[src/rtl/btb_pkg.sv]
package btb_pkg;

    // Fixed geometry
    localparam int ROWS      = 32;
    localparam int ROW_W     = 5;
    localparam int HIST_W    = 8;
    localparam int TAG_W     = 30;
    localparam int SLOT_W    = ROW_W + HIST_W;       // counter slot index
    localparam int LANES     = 8;                    // counters per memory word
    localparam int LANE_W    = 3;
    localparam int WORD_W    = 2 * LANES;
    localparam int MADDR_W   = SLOT_W - LANE_W;      // memory word address
    localparam int MDEPTH    = 1 << MADDR_W;
    localparam int ROW_WORDS = (1 << HIST_W) / LANES; // words per row table
    localparam int RWORD_W   = HIST_W - LANE_W;

    // Configuration register indexes
    localparam logic [2:0] REG_ROWS_LOG2      = 3'd0;
    localparam logic [2:0] REG_HISTORY_BITS   = 3'd1;
    localparam logic [2:0] REG_TAG_BITS       = 3'd2;
    localparam logic [2:0] REG_COUNTER_INIT   = 3'd3;
    localparam logic [2:0] REG_GLOBAL_HISTORY = 3'd4;
    localparam logic [2:0] REG_GLOBAL_TABLE   = 3'd5;
    localparam logic [2:0] REG_SHARE_MODE     = 3'd6;

    // Commands and share modes
    localparam logic       CMD_PREDICT  = 1'b0;
    localparam logic       CMD_UPDATE   = 1'b1;
    localparam logic [1:0] SHARE_NONE   = 2'd0;
    localparam logic [1:0] SHARE_LOW    = 2'd1;
    localparam logic [1:0] SHARE_HIGH   = 2'd2;

    localparam logic [1:0] COUNTER_RESET = 2'd1;

    typedef struct packed {
        logic        command;
        logic [31:0] pc;
        logic [31:0] target_pc;
        logic        taken;
        logic [31:0] predicted_target;
    } t_in_word;

    typedef struct packed {
        logic        predict_taken;
        logic [31:0] next_pc;
        logic        flush;
        logic [31:0] branch_count;
        logic [31:0] flush_count;
        logic        misaligned;
    } t_out_word;

    typedef struct packed {
        logic               load;     // capture input word
        logic               mem_rd;   // read counter word for slot
        logic               alloc;    // allocate row
        logic               init_wr;  // reset sweep write
        logic               clr_wr;   // row table clear write
        logic [MADDR_W-1:0] sweep;    // sweep index
        logic               finish;   // apply update, register result
    } t_ctl_cmd;

    typedef struct packed {
        logic misaligned;
        logic is_update;
        logic hit;
        logic local_table;
        logic out_free;
    } t_ctl_stat;

endpackage

[src/rtl/btb_ctrl.sv]
module btb_ctrl (
    input  logic                i_clk,
    input  logic                i_rst_n,
    input  logic                i_in_valid,
    input  btb_pkg::t_ctl_stat  i_stat,
    output btb_pkg::t_ctl_cmd   o_cmd,
    output logic                o_idle
);

    typedef enum logic [2:0] {
        S_INIT,
        S_IDLE,
        S_READ,
        S_CLR,
        S_MOD
    } t_state;

    t_state                      r_state, n_state;
    logic [btb_pkg::MADDR_W-1:0] r_sweep, n_sweep;

    // Next state
    always_comb begin
        n_state = r_state;
        n_sweep = r_sweep;
        case (r_state)
            S_INIT: begin
                n_sweep = r_sweep + 1'b1;
                if (r_sweep == btb_pkg::MADDR_W'(btb_pkg::MDEPTH - 1)) begin
                    n_state = S_IDLE;
                end
            end
            S_IDLE: begin
                if (i_in_valid) begin
                    n_state = S_READ;
                end
            end
            S_READ: begin
                n_sweep = '0;
                if (!i_stat.misaligned && i_stat.is_update && !i_stat.hit) begin
                    n_state = i_stat.local_table ? S_CLR : S_READ;
                end else begin
                    n_state = S_MOD;
                end
            end
            S_CLR: begin
                n_sweep = r_sweep + 1'b1;
                if (r_sweep == btb_pkg::MADDR_W'(btb_pkg::ROW_WORDS - 1)) begin
                    n_state = S_READ;
                end
            end
            S_MOD: begin
                if (i_stat.out_free) begin
                    n_state = S_IDLE;
                end
            end
            default: n_state = S_IDLE;
        endcase
    end

    always_ff @(posedge i_clk) begin
        if (!i_rst_n) begin
            r_state <= S_INIT;
            r_sweep <= '0;
        end else begin
            r_state <= n_state;
            r_sweep <= n_sweep;
        end
    end

    // Commands
    always_comb begin
        o_cmd         = '0;
        o_cmd.sweep   = r_sweep;
        o_cmd.load    = (r_state == S_IDLE) && i_in_valid;
        o_cmd.init_wr = (r_state == S_INIT);
        o_cmd.clr_wr  = (r_state == S_CLR);
        o_cmd.finish  = (r_state == S_MOD) && i_stat.out_free;
        if (r_state == S_READ) begin
            if (!i_stat.misaligned && i_stat.is_update && !i_stat.hit) begin
                o_cmd.alloc = 1'b1;
            end else begin
                o_cmd.mem_rd = 1'b1;
            end
        end
    end

    assign o_idle = (r_state == S_IDLE);

endmodule

[config.mk]
export PLATFORM = sky130hd
export DESIGN_NAME = btb_ctrl
export DESIGN_NICKNAME = d
export VERILOG_FILES = /design/src/rtl/btb_pkg.sv /design/src/rtl/btb_ctrl.sv
export SDC_FILE = /design/constraint.sdc
export NUM_CORES = 1
export LEC_CHECK = 0
export BUFFER_PORTS_ARGS = -buffer_cell sky130_fd_sc_hd__buf_2
export CAP_MARGIN = 30
export CORE_UTILIZATION = 48
export DETAILED_ROUTE_END_ITERATION = 8
export PLACE_DENSITY = 0.75
export SETUP_SLACK_MARGIN = 0.3
export SLEW_MARGIN = 30
export SYNTH_ARGS = -nofsm -noshare
export SYNTH_HDL_FRONTEND = slang
export SYNTH_SLANG_ARGS = --single-unit
export TNS_END_PERCENT = 30
[constraint.sdc]
create_clock -name i_clk -period 2 [get_ports i_clk]
set_input_delay 0.5 -clock i_clk [delete_from_list [all_inputs] [get_ports i_clk]]
set_output_delay 0.5 -clock i_clk [all_outputs]
set_load 0.05 [all_outputs]
After elaboration in Yosys (flattened, before gate mapping)
Cells that the tools add are included.

Register bits: 13. Input port bits: 8. Output and inout port bits: 17. Word-level logic and storage cells: 34.

$add $sub $neg: 1. Equal/unequal tests: 10. Mux-type cells: 11. Reduce and logical (&&, ||, !) cells: 10.

Operators by type and width (count): case mux 10 bit (2 select lines) (1); 2-to-1 mux 3 bit (5); case mux 3 bit (5 select lines) (1); adder 10 x 1 -> 10 bit, second input constant (1); equality test 10 bit, second input constant (1); equality test 10 x 5 -> 1 bit, second input constant (1); equality test 3 x 2 -> 1 bit, second input constant (2); logical AND 1 bit (4); inequality test 2 x 1 -> 1 bit, second input constant (2); inequality test 2 bit, second input constant (2); AND reduction 4 bit (1); equality test 3 x 1 -> 1 bit, second input constant (1); equality test 3 bit, second input constant (1); zero test 3 bit (1); 2-to-1 mux 1 bit (3); zero test 1 bit (2); 2-to-1 mux 2 bit (1); nonzero test 2 bit (1); OR reduction 2 bit (1).

Logic depth before layout (Yosys ltp)
Gate-level depths: netlist (run 1).

Depth after elaboration: 5. Gate-level depth with buffers: 6. Mapped depth without buffers: 5.

Worst setup path after synthesis (run 1)
No wires, ideal clock.

Path kind: register -> output. Start point: register r_state[0]. End point: output port o_cmd[15] (netlist bit). Arrival time: 1.969 ns. Slack: -0.469 ns. Cell stages (with the launch flop): 4. Buffers on the path: 0. Cells stage by stage: dfxtp_1 nor2b_1 nor2b_1 and2_1.

RTL lines: from (decl) (line btb_ctrl.sv:18) `t_state r_state, n_state;`; from (signal assigned) (line btb_ctrl.sv:65) `r_state <= n_state;`; to (decl) (line btb_ctrl.sv:6) `output btb_pkg::t_ctl_cmd o_cmd,`.

==> results_dict.tcl, run 1 <==
set metrics [dict create \
    nets 137 \
    cts_num_sinks 13 \
    fmax_mhz 528 \
    synth_fa_ha_area_frac 0.0160 \
    synth.area.top_cells "dfxtp_1, a21oi_1, nor2_1" \
    slowest_delay_ns 0.44 \
    die_y_um 42.3 \
    drv_slew 0 \
    crit_chain "or3b_4 > nor2b_4 > buf_8" \
    end_kind "primary output" \
    clock-root-buffer "clkbuf_4" \
    worst_pin_slew_ns 0.530 \
    routed_via_density 5.89 \
    start_kind "flip-flop" \
    grt_max_degree 11 \
    syn-num-nets 104 \
    rsz0062_at_grt "true" \
    vias 842 \
    async_reset_ff_frac 0 \
    cp_max_fo 3 \
    status "complete, no violations" \
    p_leak_nw 0.478 \
    timing.hold.ws_ns 0.469 \
    drtIter0Drc 24 \
    ir_worst_vdd_mv 0.289 \
    grt_pass1_wl_mm 3.18 \
    synth_compound_area_frac 0.213 \
    p_total_w 0.000487 \
    core_um2 1510 \
    drc 0 \
    synth_xor_area_frac 0.0208 \
    finalNonFillerCells 143 \
    synth-seq-area-share 0.333 \
    hold_viol 0 \
    yosysTopAreaCell "dfxtp_1" \
    io_pins 25 \
    ys_types 39 \
    cts_tree "done" \
    mostFrequentLayoutCells "buf_2, a21oi_1, buf_4" \
    drive_gt1_frac 0.480 \
    synth_top_flop_cell "dfxtp_1" \
    grt_pass1_vias 737 \
    setup_tns_ns 0 \
    worst_clock_skew_ns 0.00282 \
    synth.top_cell.area_share 0.333 \
    finalCritPeriodShare 0.947 \
    place_ws_ns 0.104 \
    synth_top_family_by_area "simple AND/OR/NAND/NOR gates" \
    clk_path_buf_depth 2 \
    wirelength_mm 2.06 \
    io_buffers 24 \
    synth_cells 95 \
    synth-edff-count 0 \
    yosys.area_share.simple 0.322 \
    hold_class "reg2reg" \
    multi_input_area_um2 533 \
    syn_avg_cell_area_um2 8.22 \
    track_usage 0.231 \
    rows 14 \
    clkLatencyLatePin_ns 0.27 \
    ctsHtreeMaxLevel 1 \
    die_x_um 42.3 \
    path_class "reg2out" \
    fin_ws_ns 0.106 \
    fillers 114 \
    crit_buf_inv 1 \
    grt_overflow_total 0 \
    ys_ff_latch 13 \
    cts_inserted_buffers 3 \
    cp.arrival_ns 1.39 \
    dp_hpwl_mm 1.33 \
    synthMuxAreaShare 0.0337 \
    synth_warnings 0 \
    area_growth_pct 42.8 \
    dr.pass1.iters 4 \
    synthesis.area_um2 781 \
    setup_viol 0 \
    relSlewSlack 0.646 \
    diodes 0 \
    start_util 0.518 \
    drt-wirelength-per-cell_um 14.4 \
    maxCapViolCount 0 \
    dp_cells 134 \
    dieArea_um2 1790 \
    ant_nets 0 \
    p_per_area_nw_per_um2 436 \
    place_congestion 0.815 \
    antenna_found_initial 0 \
    layout_commonest_cell "buf_2" \
    seq_area_um2 284 \
    worstPathRequired_ns 1.50 \
    crit_path_top_delay_cell "or3b_4" \
    layout_min_cycle_time_ns 1.89 \
    postCtsHoldBufs 0 \
    cp_top_family "simple AND/OR/NAND/NOR gates" \
    path_clk_slew_ns 0.08 \
]
cell usage after synthesis (all sizes together) (2+ instances only):
cell    count
buf         4
nor4        2
a21oi      11
nand3       5
o21ai       4
a31oi       2
and4        2
nor3        5
nand3b      3
nor2b       3
nand2       6
nor3b       2
dfxtp      13
mux2        2
nor2        8
inv         4
power by group:
part           switching, W  internal, W   total, W  leakage, nW
logic             0.0000358    0.0000189  0.0000547        0.352
clock network     0.0000859    0.0000772   0.000163       0.0150
registers        0.00000842     0.000260   0.000269        0.111
stage by stage:
| stage | area, µm² | utilization |
|---|---|---|
| 2_1_floorplan | 841 | - |
| 3_3_place_gp | 978 | 0.650 |
| 3_5_place_dp | 978 | 0.650 |
| 4_1_cts | 1070 | 0.708 |
| 5_1_grt | 1110 | 0.740 |
| 6_report | 1110 | 0.740 |
sequential cells by signal, summed over array words and instances, names as in the netlist:
signal	cells
r_sweep	10
r_state	3
area by class of cell:
type | count | area share
tap | 16 | 0.0180
sequential | 13 | 0.255
timing repair buffer | 33 | 0.209
multi-input combinational | 72 | 0.478
clock buffer | 4 | 0.0236
inverter | 5 | 0.0168
logic make-up after synthesis:
| logic type | count (synthesis) |
|---|---|
| AND/OR/NAND/NOR | 42 |
| AO/OA/AOI/OAI | 26 |
| flip-flops | 13 |
| buffers and inverters | 10 |
| multiplexers | 2 |
| XOR/XNOR | 1 |
| adder cells (fa/ha/maj) | 1 |
worst paths after layout:
path                                 from                      end  slack (ns)  cells after the start
hold reg to reg   r_sweep[4]$_SDFFE_PN0P_  r_sweep[4]$_SDFFE_PN0P_        0.47                      1
setup / recovery  r_state[0]$_SDFFE_PN0P_                o_cmd[13]        0.11                      3
setup reg to reg  r_state[1]$_SDFFE_PN0P_  r_sweep[5]$_SDFFE_PN0P_        0.19                      6
hold / removal    r_sweep[4]$_SDFFE_PN0P_  r_sweep[4]$_SDFFE_PN0P_        0.47                      1
metal layers:
metal	global-route usage	wire [µm]	vias up	part of all wire
li1	-	-	416	-
met1	0.278	894	392	0.43
met2	0.406	1040	30	0.50
met3	0.0302	99	4	0.048
met4	0.100	29	0	0.014
met5	0	0	-	0
timing repair:
item | in CTS | in global routing
pin swaps | 1 | 1
endpoints found under the setup margin | 6 | 15
buffers inserted | 4 | 1
gates resized for setup | 11 | 9
Note: power is estimated with default switching activity, not from simulation.
==> inputs of run 2 (changes only) <==
--- a/config.mk
+++ b/config.mk
@@ -10,5 +10,5 @@
 export CORE_UTILIZATION = 48
 export DETAILED_ROUTE_END_ITERATION = 8
-export PLACE_DENSITY = 0.75
+export PLACE_DENSITY = 0.88
 export SETUP_SLACK_MARGIN = 0.3
 export SLEW_MARGIN = 30
==> constraint.sdc (replaced) <==
create_clock -name i_clk -period 2 [get_ports i_clk]
set_input_delay 0.5 -clock i_clk [delete_from_list [all_inputs] [get_ports i_clk]]
set_output_delay 0.5 -clock i_clk [all_outputs]
set_load 0.005 [all_outputs]
==> run 2 against run 1 <==
Power decreased by 6.0%. Register-to-register slack gained 0.02 ns. Combinational power shrank 39%. Sequential power barely moved. Cell area decreased by 9.4%. Worst setup slack improved by 0.090 ns. Cell count down 1.4%. Wire length shrank 8.7%. Global-route usage fell by 0.91 points. Sequential share of layout area rose by 1.5 points. Count of clock-buffer cells in the layout unchanged. Core utilization down 7.0 points. Critical path type unchanged. Largest power group unchanged.
==> results_dict.tcl, run 2 (synthesis gave the netlist of run 1 again) <==
set metrics [dict create \
    status "complete, no violations" \
    p_per_area_nw_per_um2 453 \
    clk_path_buf_depth 2 \
    path_clk_slew_ns 0.07 \
    drive_gt1_frac 0.400 \
    grt_pass1_vias 757 \
    cts_num_sinks 13 \
    fillers 128 \
    ant_nets 0 \
    crit_path_top_delay_cell "or3b_4" \
    dp_hpwl_mm 1.32 \
    final_cell_area_um2 1010 \
    ctsHtreeMaxLevel 1 \
    worst_clock_skew_ns 0.00152 \
    layout_min_cycle_time_ns 1.80 \
    timing.hold.ws_ns 0.510 \
    routed_via_density 5.89 \
    multi_input_area_um2 499 \
    drtIter0Drc 22 \
    cp_max_fo 4 \
    vias 830 \
    maxCapViolCount 0 \
    mostFrequentLayoutCells "buf_2, a21oi_1, dfxtp_1" \
    reg_top3 "r_sweep: 10 flops, r_state: 3 flops" \
    crit_chain "or3b_4 > nor2b_4 > buf_2" \
    core_um2 1510 \
    cts_tree "done" \
    drt-wirelength-per-cell_um 13.3 \
    worst_pin_slew_ns 0.500 \
    io_buffers 24 \
    clkLatencyLatePin_ns 0.27 \
    fin_ws_ns 0.196 \
    io_pins 25 \
    nets 135 \
    rows 14 \
    setup_tns_ns 0 \
    grt_pass1_wl_mm 3.11 \
    start_kind "flip-flop" \
    relSlewSlack 0.666 \
    grt_overflow_total 0 \
    antenna_found_initial 0 \
    setup_viol 0 \
    grt_max_degree 14 \
    die_y_um 42.3 \
    hold_viol 0 \
    dieArea_um2 1790 \
    start_util 0.518 \
    wirelength_mm 1.88 \
    end_kind "primary output" \
    seq_area_um2 273 \
    regMostFlops "r_sweep" \
    place_congestion 0.810 \
    place_ws_ns 0.203 \
    track_usage 0.222 \
    final_util 0.670 \
    place_area_um2 900 \
    p_leak_nw 0.457 \
    layout_commonest_cell "buf_2" \
    postCtsHoldBufs 0 \
    die_x_um 42.3 \
    dr.pass1.iters 4 \
    hold_class "in2reg" \
    worstPathRequired_ns 1.50 \
    path_class "reg2out" \
    slowest_delay_ns 0.44 \
    ir_worst_vdd_mv 0.409 \
    largest_register_ffs 10 \
    drv_slew 0 \
    diodes 0 \
    clock-root-buffer "clkbuf_4" \
    drc 0 \
    cts_inserted_buffers 3 \
    finalCritPeriodShare 0.902 \
    rsz0062_at_grt "true" \
    area_growth_pct 29.3 \
    fmax_mhz 554 \
    cp.arrival_ns 1.30 \
]
run 2: changes by cell type in the layout (fill, tap and decap cells not counted), sizes merged:
cell,before,now
buf,33,31
run 2: worst paths after layout:
check                           cells past startpoint                 endpoint  slack [ns]               startpoint
worst min register to register                      1  r_sweep[4]$_SDFFE_PN0P_        0.51  r_sweep[4]$_SDFFE_PN0P_
worst max register to register                      5  r_state[0]$_SDFFE_PN0P_        0.21  r_sweep[1]$_SDFFE_PN0P_
worst max-delay path                                3                o_cmd[13]        0.20  r_state[0]$_SDFFE_PN0P_
worst min-delay path                                2  r_state[1]$_SDFFE_PN0P_        0.51                  i_rst_n
run 2: routing by layer:
layer  global-route usage  share of wire  wire, µm  up-vias
met5                    0              0         0        -
met2                0.360           0.48       906       36
met3               0.0259          0.074       139        2
li1                     -              -         -      410
met1                0.301           0.43       816      382
met4               0.0813          0.010        19        0
run 2: final cells by class:
class | instances | area share
multi-input cells | 72 | 0.494
flip-flops and latches | 13 | 0.270
repair buffers | 31 | 0.171
clock buffers | 4 | 0.0260
well taps | 16 | 0.0198
inverters | 5 | 0.0186
run 2: through the flow:
| stage | instances | total power [W] |
|---|---|---|
| floorplan | 95 | 0.000291 |
| global placement | 131 | 0.000307 |
| detailed placement | 131 | 0.000309 |
| CTS | 141 | 0.000464 |
| global route | 141 | 0.000479 |
| finish | 141 | 0.000457 |
run 2: critical path, delay by kind of cell (launching register included):
kind | cells | cell delay, ns
buffers and inverters | 1 | 0.11
DFF | 1 | 0.35
and+or+nand+nor | 2 | 0.57
run 2: timing repair:
action	in CTS	in global routing
pin swaps	2	1
endpoints found under the setup margin	9	8
gates cloned	0	0
setup buffers	6	0
resized for setup	13	2
run 2: power breakdown:
part	internal (W)	switching, W
combinational	0.0000161	0.0000174
clock	0.0000772	0.0000788
sequential	0.000260	0.00000753
